$ cat src/hw/rtl/ism_pkg.sv
// Shared constants, codes and types of the integer stack machine executor.
package ism_pkg;

    localparam int STACK_DEPTH_DEF = 256;
    localparam int DATA_W          = 32;
    localparam int MODE_W          = 4;
    localparam int SLOT_W          = 8;
    localparam int STATUS_W        = 2;

    typedef enum logic [MODE_W-1:0] {
        MODE_PUSH      = 4'd0,
        MODE_PUSH_SLOT = 4'd1,
        MODE_ADD       = 4'd2,
        MODE_SUB       = 4'd3,
        MODE_MUL       = 4'd4,
        MODE_DIV       = 4'd5,
        MODE_LESS      = 4'd6,
        MODE_GREATER   = 4'd7,
        MODE_EQUAL     = 4'd8,
        MODE_END       = 4'd9
    } mode_t;

    typedef enum logic [STATUS_W-1:0] {
        ST_OK    = 2'd0,
        ST_OVER  = 2'd1,
        ST_UNDER = 2'd2,
        ST_DIVZ  = 2'd3
    } status_t;

    typedef enum logic [2:0] {
        S_IDLE,
        S_CHECK,
        S_FETCH,
        S_DIVIDE,
        S_COMMIT
    } state_t;

    typedef struct packed {
        logic              start;
        logic [DATA_W-1:0] dividend;
        logic [DATA_W-1:0] divisor;
    } div_req_t;

endpackage

$ cat src/hw/rtl/ism_div.sv
// Bit-serial signed divider that truncates toward zero.
module ism_div (
    input  logic                       clk,
    input  logic                       rst_n,
    input  ism_pkg::div_req_t          req,
    output logic                       busy,
    output logic [ism_pkg::DATA_W-1:0] quotient
);
    import ism_pkg::*;

    localparam int CNT_W = $clog2(DATA_W + 1);

    logic              busy_reg;
    logic              busy_next;
    logic [CNT_W-1:0]  cnt_reg;
    logic [CNT_W-1:0]  cnt_next;
    logic [DATA_W-1:0] rem_reg;
    logic [DATA_W-1:0] quo_reg;
    logic [DATA_W-1:0] den_reg;
    logic              neg_reg;
    logic [DATA_W:0]   rem_shift;
    logic [DATA_W:0]   diff;
    logic [DATA_W-1:0] a_mag;
    logic [DATA_W-1:0] b_mag;

    assign a_mag     = req.dividend[DATA_W-1] ? (DATA_W'(0) - req.dividend) : req.dividend;
    assign b_mag     = req.divisor[DATA_W-1] ? (DATA_W'(0) - req.divisor) : req.divisor;
    assign rem_shift = {rem_reg, quo_reg[DATA_W-1]};
    assign diff      = rem_shift - {1'b0, den_reg};

    always_comb
    begin
        busy_next = busy_reg;
        cnt_next  = cnt_reg;
        if (req.start)
        begin
            busy_next = 1'b1;
            cnt_next  = CNT_W'(DATA_W);
        end
        else if (busy_reg)
        begin
            cnt_next = cnt_reg - CNT_W'(1);
            if (cnt_reg == CNT_W'(1))
            begin
                busy_next = 1'b0;
            end
        end
    end

    always_ff @(posedge clk or negedge rst_n)
    begin
        if (!rst_n)
        begin
            busy_reg <= 1'b0;
            cnt_reg  <= '0;
        end
        else
        begin
            busy_reg <= busy_next;
            cnt_reg  <= cnt_next;
        end
    end

    always_ff @(posedge clk)
    begin
        if (req.start)
        begin
            rem_reg <= '0;
            quo_reg <= a_mag;
            den_reg <= b_mag;
            neg_reg <= req.dividend[DATA_W-1] ^ req.divisor[DATA_W-1];
        end
        else if (busy_reg)
        begin
            rem_reg <= diff[DATA_W] ? rem_shift[DATA_W-1:0] : diff[DATA_W-1:0];
            quo_reg <= {quo_reg[DATA_W-2:0], ~diff[DATA_W]};
        end
    end

    assign busy     = busy_reg;
    assign quotient = neg_reg ? (DATA_W'(0) - quo_reg) : quo_reg;

endmodule

$ cat config.mk
export PLATFORM = sky130hd
export DESIGN_NAME = ism_div
export DESIGN_NICKNAME = d
export VERILOG_FILES = /design/src/hw/rtl/ism_pkg.sv /design/src/hw/rtl/ism_div.sv
export SDC_FILE = /design/constraint.sdc
export NUM_CORES = 1
export LEC_CHECK = 0
export ABC_CLOCK_PERIOD_IN_PS = 6900
export BUFFER_PORTS_ARGS = -buffer_cell sky130_fd_sc_hd__buf_2
export CAP_MARGIN = 30
export CORE_AREA = 2 2 136 138
export CTS_CLUSTER_DIAMETER = 120
export DETAILED_ROUTE_END_ITERATION = 8
export DIE_AREA = 0 0 138 140
export PLACE_DENSITY_LB_ADDON = 0.12
export SYNTH_ARGS = -nofsm -noshare
export SYNTH_HDL_FRONTEND = slang
export SYNTH_SLANG_ARGS = --single-unit
$ cat constraint.sdc
create_clock -name clk -period 6.9 [get_ports clk]
set_input_delay 0 -clock clk [delete_from_list [all_inputs] [get_ports clk]]
set_output_delay 0 -clock clk [all_outputs]
set_load 0.01 [all_outputs]
==> impl_metrics.tcl <==
set metrics [dict create \
    cts-root-buf "clkbuf_16" \
    clock_skew_ps 10.7 \
    first_pass_iters 5 \
    cts_tree "done" \
    fin_crit_sh 0.550 \
    ys_seq_area_frac 0.351 \
    postPlaceCellArea_um2 8560 \
    finalPower_mw 2.96 \
    antenna_found_initial 0 \
    worstMarginPinSlew_ps 947 \
    clk_pin_slew_ps 80 \
    clkSinkCount 104 \
    diodes 0 \
    grt_first_pass_wirelength_um 30300 \
    place_inst 1189 \
    yosys_register_bits 104 \
    max_freq_mhz 264 \
    syn_area_per_cell_um2 8.79 \
    hpwl_um 13300 \
    fin_nets 1108 \
    synth_fp_nets 1002 \
    vias 6640 \
    num_rows 49 \
    setup_viol 0 \
    grt_use_total 0.189 \
    drt-total-wl_um 18200 \
    yosys_warnings 0 \
    synth_edf_count 65 \
    rsz0062_at_grt "no" \
    reg2reg_slack_ps 3110 \
    core_area_um2 17800 \
    start_kind "register" \
    via_per_inst 5.37 \
    setup_tns_ps 0 \
    syn2layout_area_growth_pct 16.7 \
    synth_area_leader_cell "edfxtp_1" \
    dr.first_iter.drc_count 383 \
    grt-ovfl-total 0 \
    postSynth.asyncResetShare 0.0673 \
    fin_ws_ps 3110 \
    antenna_left 0 \
    cp-startpoint "quo_reg[31]$_DFFE_PP_" \
    synth_ff_type "edfxtp_1" \
    peakVddDrop_v 0.000152 \
    drv_cap 0 \
    fp.dieH_um 140 \
    synth_area_leaders "edfxtp_1 (25%), xnor2_1 (8.4%), dfxtp_1 (8.1%), ha_1 (5.9%), xor2_1 (4.2%)" \
    die-width_um 138 \
    whs_ps 39.3 \
    drive_gt1_frac 0.138 \
    r2r_start "quo_reg[31]$_DFFE_PP_" \
    portBuffers 99 \
    synth.distinct_cells 66 \
    slew_violations 0 \
    p_leak_nw 3.68 \
    required_ps 7170 \
    min_path_type "input pin to async pin" \
    crit_path_max_fanout 32 \
    clk_latency_ps 360 \
    cts_max_path_buffers 2 \
    path_class "register to register" \
    power_density_nw_per_um2 321 \
    fin_cells 1237 \
    wire_per_inst_um 14.7 \
    post-place-ws_ps 3100 \
    cts_resized 0 \
    drc 0 \
    final_util 0.518 \
    yosysTopAreaCellShare 0.247 \
    grt_max_degree 73 \
    status "finished clean" \
    hold_viol_final 0 \
    htreeDepth 3 \
    cts_buffers 9 \
    min_period_ps 3790 \
    maxSlewHeadroom 0.369 \
    end_kind "register" \
    routabilityCongestion 0.873 \
    synth_common_cells "nor2_1 (88), xnor2_1 (76), nand2_1 (67), edfxtp_1 (65), a21oi_1 (63)" \
    syn_area_um2 7890 \
    syn_inst 897 \
    dieArea_um2 19300 \
    start_util 0.444 \
    ios 100 \
    synth.most_common_cell "nor2_1" \
    crit_arrival_ps 4060 \
    grt_pass1_vias 6232 \
    final_cell_area_um2 9210 \
]
-- power by group --
group	leakage, nW	internal (mW)	total (mW)	switching (mW)
clock network	0.156	0.324	0.570	0.247
registers	0.993	0.823	0.969	0.146
logic	2.53	0.645	1.42	0.771
total	3.68	1.79	2.96	1.16
-- layout make-up --
cell class | instances | area (um2)
well taps | 229 | 287
fillers | 1691 | 8570
clock buffers | 10 | 229
multi-input cells | 700 | 4780
flip-flops and latches | 104 | 2770
clock inverters | 6 | 96.3
repair buffers | 135 | 848
inverters | 53 | 199
-- layout by cell type, fill, tap and decap left out, types with 13 or more instances in the layout --
| cell | instances |
|---|---|
| a211oi_1 | 26 |
| a21o_1 | 13 |
| a21oi_1 | 63 |
| buf_2 | 98 |
| dfxtp_1 | 32 |
| dlygate4sd3_1 | 32 |
| edfxtp_1 | 65 |
| ha_1 | 37 |
| inv_1 | 53 |
| mux2i_1 | 27 |
| nand2_1 | 67 |
| nand2b_1 | 20 |
| nor2_1 | 88 |
| o21ai_0 | 53 |
| o31ai_1 | 20 |
| o41ai_1 | 13 |
| or3_1 | 14 |
| or4_1 | 14 |
| xnor2_1 | 76 |
| xor2_1 | 38 |
-- logic make-up after synthesis --
family / share of synthesized area
compound gates: 0.208
xor+xnor: 0.127
fa+ha+maj: 0.0612
buf+inv: 0.0454
flops: 0.351
mux: 0.0400
simple gates: 0.168
-- worst paths after layout --
path	end	cells after the start
max in group asynchronous	busy$_DFF_PN0_	2
worst max register to register	rem_reg[14]$_SDFFE_PP0P_	12
worst max-delay path	rem_reg[14]$_SDFFE_PP0P_	12
worst min register to register	rem_reg[27]$_SDFFE_PP0P_	2
worst min-delay path	cnt_reg[4]$_DFFE_PN0P_	2
min in group clk	quo_reg[5]$_DFFE_PP_	3
-- repair_timing --
| action | in CTS | in global routing |
|---|---|---|
| endpoints found under the hold margin | 39 | 0 |
| hold buffers | 32 | 0 |
| setup endpoints to repair | 0 | 0 |
| setup buffers | 0 | 0 |
-- per-layer routing --
layer	up-vias	track usage	routed length, um
met5	-	0	0
met3	11	0.0301	720
met4	0	0.0435	166
met2	151	0.296	7970
li1	3488	-	-
met1	2990	0.274	9310
-- critical path, cell delays in order (launching register included) --
cell	delay (ps)
edfxtp_1	370
inv_1	70
ha_1	210
fa_1	400
nand2b_1	190
a21o_1	200
a21oi_1	190
a21o_1	250
o211ai_1	160
a221oi_4	530
buf_4	510
mux2_2	390
a211oi_1	220
Power figures use the tool's default switching activity.
