`src/hw/rtl/ism_pkg.sv`:
```
// Shared constants, codes and types of the integer stack machine executor.
package ism_pkg;

    localparam int STACK_DEPTH_DEF = 256;
    localparam int DATA_W          = 32;
    localparam int MODE_W          = 4;
    localparam int SLOT_W          = 8;
    localparam int STATUS_W        = 2;

    typedef enum logic [MODE_W-1:0] {
        MODE_PUSH      = 4'd0,
        MODE_PUSH_SLOT = 4'd1,
        MODE_ADD       = 4'd2,
        MODE_SUB       = 4'd3,
        MODE_MUL       = 4'd4,
        MODE_DIV       = 4'd5,
        MODE_LESS      = 4'd6,
        MODE_GREATER   = 4'd7,
        MODE_EQUAL     = 4'd8,
        MODE_END       = 4'd9
    } mode_t;

    typedef enum logic [STATUS_W-1:0] {
        ST_OK    = 2'd0,
        ST_OVER  = 2'd1,
        ST_UNDER = 2'd2,
        ST_DIVZ  = 2'd3
    } status_t;

    typedef enum logic [2:0] {
        S_IDLE,
        S_CHECK,
        S_FETCH,
        S_DIVIDE,
        S_COMMIT
    } state_t;

    typedef struct packed {
        logic              start;
        logic [DATA_W-1:0] dividend;
        logic [DATA_W-1:0] divisor;
    } div_req_t;

endpackage

```
`src/hw/rtl/ism_alu.sv`:
```
// Shared arithmetic and compare unit with a registered result.
module ism_alu (
    input  logic                       clk,
    input  logic                       load,
    input  ism_pkg::mode_t             op,
    input  logic [ism_pkg::DATA_W-1:0] lhs,
    input  logic [ism_pkg::DATA_W-1:0] rhs,
    output logic [ism_pkg::DATA_W-1:0] result,
    output logic                       flag
);
    import ism_pkg::*;

    logic [DATA_W-1:0]   result_reg;
    logic [DATA_W-1:0]   result_next;
    logic                flag_reg;
    logic                flag_next;
    logic [DATA_W-1:0]   product;

    assign product = lhs * rhs;

    always_comb
    begin
        result_next = lhs;
        flag_next   = 1'b0;
        case (op)
            MODE_ADD:     result_next = lhs + rhs;
            MODE_SUB:     result_next = lhs - rhs;
            MODE_MUL:     result_next = product;
            MODE_LESS:    flag_next   = $signed(lhs) < $signed(rhs);
            MODE_GREATER: flag_next   = $signed(rhs) < $signed(lhs);
            MODE_EQUAL:   flag_next   = (lhs == rhs);
            default:      result_next = lhs;
        endcase
    end

    always_ff @(posedge clk)
    begin
        if (load)
        begin
            result_reg <= result_next;
            flag_reg   <= flag_next;
        end
    end

    assign result = result_reg;
    assign flag   = flag_reg;

endmodule

```
`config.mk`:
```
export PLATFORM = sky130hd
export DESIGN_NAME = ism_alu
export DESIGN_NICKNAME = d
export VERILOG_FILES = /design/src/hw/rtl/ism_pkg.sv /design/src/hw/rtl/ism_alu.sv
export SDC_FILE = /design/constraint.sdc
export NUM_CORES = 1
export LEC_CHECK = 0
export BUFFER_PORTS_ARGS = -buffer_cell sky130_fd_sc_hd__buf_4
export CAP_MARGIN = 10
export CELL_PAD_IN_SITES_DETAIL_PLACEMENT = 1
export CELL_PAD_IN_SITES_GLOBAL_PLACEMENT = 1
export CORE_ASPECT_RATIO = 0.6
export CORE_MARGIN = 2
export CORE_UTILIZATION = 45
export DETAILED_ROUTE_END_ITERATION = 6
export PLACE_DENSITY_LB_ADDON = 0.1
export RECOVER_POWER = 100
export REMOVE_ABC_BUFFERS = 1
export SYNTH_ARGS = -nofsm -noshare
export SYNTH_HDL_FRONTEND = slang
export SYNTH_SLANG_ARGS = --single-unit
export TNS_END_PERCENT = 5
```
`constraint.sdc`:
```
create_clock -name clk -period 7.9 [get_ports clk]
set_clock_uncertainty 0.05 [all_clocks]
set_input_delay 0.79 -clock clk [delete_from_list [all_inputs] [get_ports clk]]
set_output_delay 0.79 -clock clk [all_outputs]
set_load 0.01 [all_outputs]
```
==> flow_metrics.tcl, run 1 <==
set metrics [dict create \
    hp-start "lhs[31]" \
    placement.io_buffers 102 \
    drt_iter0_drc 1636 \
    hpwl_um 76000 \
    synth_flop_cell "edfxtp_1" \
    synth-edff-count 33 \
    ys_types 81 \
    synth_sequential_area_ratio_pct 4.84 \
    final_util_pct 51.9 \
    grt_max_degree 57 \
    layout.nets 3303 \
    io_pins 103 \
    antenna_found_initial 4 \
    rows 60 \
    hold_depth 3 \
    initial_utilization_pct 45.6 \
    synth_common_cells "inv_1 (461), fa_1 (410), nor2_1 (365)" \
    largest_reg_flops 32 \
    dieArea_um2 47200 \
    synth_top_area_share_pct 40.1 \
    hold_class "input pin to flop" \
    postPlaceCellArea_um2 23100 \
    grt_pass1_vias 19900 \
    final-setup-viol-count 0 \
    criticalPathCategory "input pin to flop" \
    synth-seq-cells 33 \
    vias 18500 \
    synthesis.area_um2 20500 \
    final_hold_viol_count 0 \
    ys_warn_count 0 \
    worstPathArrival_ns 7.66 \
    root_buffer "clkbuf_16" \
    synth_xor_area_share_pct 4.67 \
    cp_max_fo 7 \
    relSlewSlack_pct -76.5 \
    die_h_um 169 \
    synth-compound-area-share_pct 10.8 \
    synth.most_common_cell "inv_1" \
    core_area_um2 44800 \
    startpoint_type "input pin" \
    die_w_um 279 \
    grt_setup_unrepaired "no" \
    drtPass1Iterations 5 \
    ctsHtreeMaxLevel 2 \
    viasPerCell 5.77 \
    critPathRequiredTime_ns 7.86 \
    post-route-period-util_pct 97.5 \
    synth_top_cell_by_area "fa_1" \
    globalplace.congestion 0.999 \
    whs_endpoint "result[31]" \
    syn2layout_area_growth_pct 13.8 \
    syn_inst 2427 \
    cts_tree "done" \
    finalCriticalPeriod_ns 7.70 \
    avgSynthCellArea_um2 8.43 \
    synth_top_family_by_area "adder cells" \
    grt_first_pass_wirelength_um 133000 \
    synthAdderAreaFrac_pct 53.5 \
    status "finished with violations" \
    fin_area_um2 23300 \
    async_flop_share_pct 0 \
    synthMuxAreaShare_pct 0.349 \
    drv_cap 4 \
    wl_per_cell_um 28.2 \
    postRouteAntennaNets 0 \
    tightest_slew_ns 2.65 \
    fmax_ghz 0.130 \
    synth.area.top_cells "fa_1 (40%), ha_1 (13%), inv_1 (8.5%), nor2_1 (6.7%), edfxtp_1 (4.8%)" \
    slew_violations 151 \
    clockBufferDepth 2 \
    endpoint_kind "flop" \
    yosys.area_share.simple_pct 14.9 \
    wl_um 90100 \
    grt.total_usage_pct 39.0 \
    drive_above_1_share_pct 11.6 \
    drc_errors 0 \
    cts-buffers-inserted 5 \
    violations "capacitance limit, slew limit" \
    path_clk_slew_ns 0.07 \
    cts.sinks 33 \
    overflow 0 \
]
==> repair_timing <==
item                                    4_1_cts  5_1_grt
gates resized for setup                       2       13
buffers inserted                              0        5
endpoints found under the setup margin        1        8
hold buffers                                  0        0
pin swaps                                     0        2
==> worst max path at each step <==
stage | start | end | slack [ns]
detailed placement | lhs[6] | result[24] | -0.34
global route | rhs[2] | result[26] | 0.003
CTS | rhs[5] | result[24] | 0.06
global placement | lhs[6] | result[24] | -0.22
floorplan | rhs[2] | result[29] | 0.47
finish | rhs[11] | result[24] | 0.20
==> stage by stage <==
stage | setup TNS, ns | instances | setup WS, ns | hold WS, ns
floorplan | 0 | 2316 | 0.465 | 0.852
global placement | -0.736 | 3182 | -0.223 | 1.11
detailed placement | -1.51 | 3182 | -0.336 | 1.11
CTS | 0 | 3190 | 0.0588 | 0.800
global route | 0 | 3195 | 0.00268 | 0.830
finish | 0 | 3196 | 0.199 | 0.801
==> per-layer routing <==
metal,vias to the layer above,wire [um],global-route usage (%)
li1,7843,-,-
met1,9535,39000,55.8
met2,931,37200,57.1
met3,141,11200,12.4
met4,6,2630,9.49
met5,-,44,0
==> cells by family after synthesis <==
logic type                 after synthesis
muxes                                    7
adders and majority gates              628
DFF                                     33
xor gates and xnor gates               109
AOI/OAI and AO/OA                      329
and+or+nand+nor                        729
buffers and inverters                  592
==> cells in the final DEF, fill, tap and decap left out, types with 11 or more instances in the layout <==
cell type / n
a211oi_1: 11
a21o_1: 21
a21oi_1: 98
a22oi_1: 17
buf_12: 28
buf_4: 215
clkbuf_1: 37
clkinv_1: 13
edfxtp_1: 33
fa_1: 410
ha_1: 218
inv_1: 455
nand2_1: 250
nand2b_1: 15
nand3_1: 22
nand4_1: 12
nor2_1: 361
nor3_1: 20
o21ai_0: 68
o21ai_1: 11
o21bai_1: 19
xnor2_1: 87
xor2_1: 22
==> final cells by class <==
type | instances | area, um^2
Fill cell | 5440 | 21500
Multi-Input combinational cell | 1802 | 17200
Timing Repair Buffer | 282 | 2340
Inverter | 481 | 1830
Sequential cell | 33 | 991
Tap cell | 589 | 737
Clock buffer | 5 | 125
Clock inverter | 3 | 17.5
Antenna cell | 1 | 2.50
==> worst max-delay path: stages <==
cell and delay [ns]:
buf_4 0.15, inv_1 0.25, buf_4 0.20, nor2_1 0.06, fa_1 0.64, inv_1 0.11
fa_1 0.39, inv_1 0.09, fa_1 0.43, inv_1 0.09, fa_1 0.40, inv_1 0.09
fa_1 0.42, ha_1 0.32, fa_1 0.51, fa_1 0.42, ha_1 0.32, a21oi_1 0.20
o2111ai_1 0.15, a21oi_1 0.28, buf_4 0.18, or2_1 0.17, o21ai_1 0.12, a21oi_1 0.20
mux2i_1 0.10, a21oi_1 0.31, o21ai_0 0.24
Power of run 1 is not shown: default switching activity piles up to over one toggle a cycle in this logic, so the estimate is an artifact.
==> run 2: changes to the inputs <==
--- a/config.mk
+++ b/config.mk
@@ -13,7 +13,7 @@
 export CORE_MARGIN = 2
 export CORE_UTILIZATION = 45
 export DETAILED_ROUTE_END_ITERATION = 6
-export PLACE_DENSITY_LB_ADDON = 0.1
+export PLACE_DENSITY = 0.91
 export RECOVER_POWER = 100
 export REMOVE_ABC_BUFFERS = 1
 export SYNTH_ARGS = -nofsm -noshare
==> run 2 against run 1 <==
  * The run still ends with capacitance limit, slew limit left
  * First-iteration DRC count up 14%
  * Die area unchanged
  * Cell count up 0.91%
  * Via count up 3.7%
  * Flip-flop and latch count unchanged
  * Core utilization up 0.39 points
  * Final area up 0.76%
  * Sequential share of layout area about the same
  * Largest cell class unchanged
  * Highest routed layer is now met4
==> flow_metrics.tcl, run 2 (synthesis results as in run 1) <==
set metrics [dict create \
    post-route-period-util_pct 96.5 \
    relSlewSlack_pct -60.8 \
    startpoint_type "input pin" \
    drv_cap 1 \
    viasPerCell 5.93 \
    final_util_pct 52.3 \
    placement.io_buffers 102 \
    antenna_found_initial 1 \
    initial_utilization_pct 45.6 \
    globalplace.congestion 1.03 \
    grt_pass1_vias 21400 \
    cp_common_cell "fa_1" \
    largest_reg_flops 32 \
    hpwl_um 77900 \
    wl_per_cell_um 28.4 \
    final_hold_viol_count 0 \
    cts.sinks 33 \
    status "finished with violations" \
    final_common_cell "inv_1" \
    hold_depth 3 \
    layout.nets 3332 \
    cts_tree "done" \
    drc_errors 0 \
    finalCriticalPeriod_ns 7.63 \
    fill_cells 5367 \
    postRouteAntennaNets 0 \
    ctsHtreeMaxLevel 2 \
    violations "capacitance limit, slew limit" \
    endpoint_kind "flop" \
    grt_first_pass_wirelength_um 136000 \
    slowest_delay_ns 0.58 \
    worst-path-buf-inv 6 \
    worstPathArrival_ns 7.66 \
    path_clk_slew_ns 0.09 \
    dp.cells 3210 \
    vias 19100 \
    grt.total_usage_pct 39.7 \
    tightest_slew_ns 2.41 \
    final-setup-viol-count 0 \
    crit_slowest_cell "fa_1" \
    cts-buffers-inserted 5 \
    clockBufferDepth 2 \
    dieArea_um2 47200 \
    slew_violations 34 \
    final_cells 3225 \
    worst-path-stages 25 \
    core_area_um2 44800 \
    criticalPathCategory "input pin to flop" \
    critPathRequiredTime_ns 7.93 \
    drive_above_1_share_pct 12.6 \
    root_buffer "clkbuf_16" \
    cp_max_fo 7 \
    grt_max_degree 57 \
    critical_path.top_delay_family "adder cells" \
    die_w_um 279 \
    syn2layout_area_growth_pct 14.7 \
    whs_endpoint "result[27]" \
    rows 60 \
    drtPass1Iterations 5 \
    drt_iter0_drc 1862 \
    die_h_um 169 \
    fmax_ghz 0.131 \
    hold_class "input pin to flop" \
    overflow 0 \
    io_pins 103 \
    final_cell_mix "inv_1 (456), fa_1 (410), nor2_1 (363), nand2_1 (250), buf_4 (248)" \
    hp-start "lhs[27]" \
    wl_um 91600 \
]
[run 2: cell types whose count changed in the layout (fill, tap and decap cells not counted), moves of 2 or more]
cell / previous run / this run
buf_12: 28 / 24
buf_4: 215 / 248
clkinvlp_4: 7 / 5
nor2_1: 361 / 363
nor2_2: 3 / 1
[run 2: final cells by class]
cell class              instances  area [um^2]  area share, %
diodes                          1         2.50         0.0107
clock buffers                   5          125          0.534
clock inverters                 3         17.5         0.0747
inverters                     481         1820           7.78
multi-input cells            1802        17300           73.6
flip-flops and latches         33          991           4.23
well taps                     589          737           3.14
repair buffers                311         2500           10.7
[run 2: worst max-delay path by stage]
stage,from,to,slack (ns)
floorplan,rhs[2],result[29],0.47
global placement,rhs[3],result[29],-0.19
detailed placement,rhs[3],result[24],-0.39
CTS,rhs[3],result[24],0.06
global route,rhs[6],result[31],-0.004
finish,lhs[13],result[29],0.27
[run 2: timing repair]
item | in CTS | in global routing
endpoints found under the setup margin | 1 | 8
pin swaps | 0 | 3
hold buffers | 0 | 0
resized for setup | 1 | 13
setup buffers | 0 | 6
[run 2: routing by layer]
| layer | global-route usage [%] | share of wire, % | up-vias |
|---|---|---|---|
| li1 | - | - | 7908 |
| met1 | 53.4 | 41 | 9873 |
| met2 | 60.1 | 42 | 1141 |
| met3 | 12.5 | 13 | 215 |
| met4 | 15.2 | 4.1 | 0 |
| met5 | 0 | 0 | - |
[run 2: through the flow]
stage / hold WS [ns] / instance area [um^2] / worst slack, ns / setup TNS [ns]
after floorplan: 0.852 / 20000 / 0.465 / 0
after global placement: 1.14 / 23300 / -0.185 / -0.262
after detailed placement: 1.14 / 23300 / -0.390 / -1.98
after CTS: 0.814 / 23500 / 0.0564 / 0
after global routing: 0.833 / 23400 / -0.00395 / -0.00395
final: 0.817 / 23500 / 0.273 / 0
Power of run 2 is left out for the same reason.
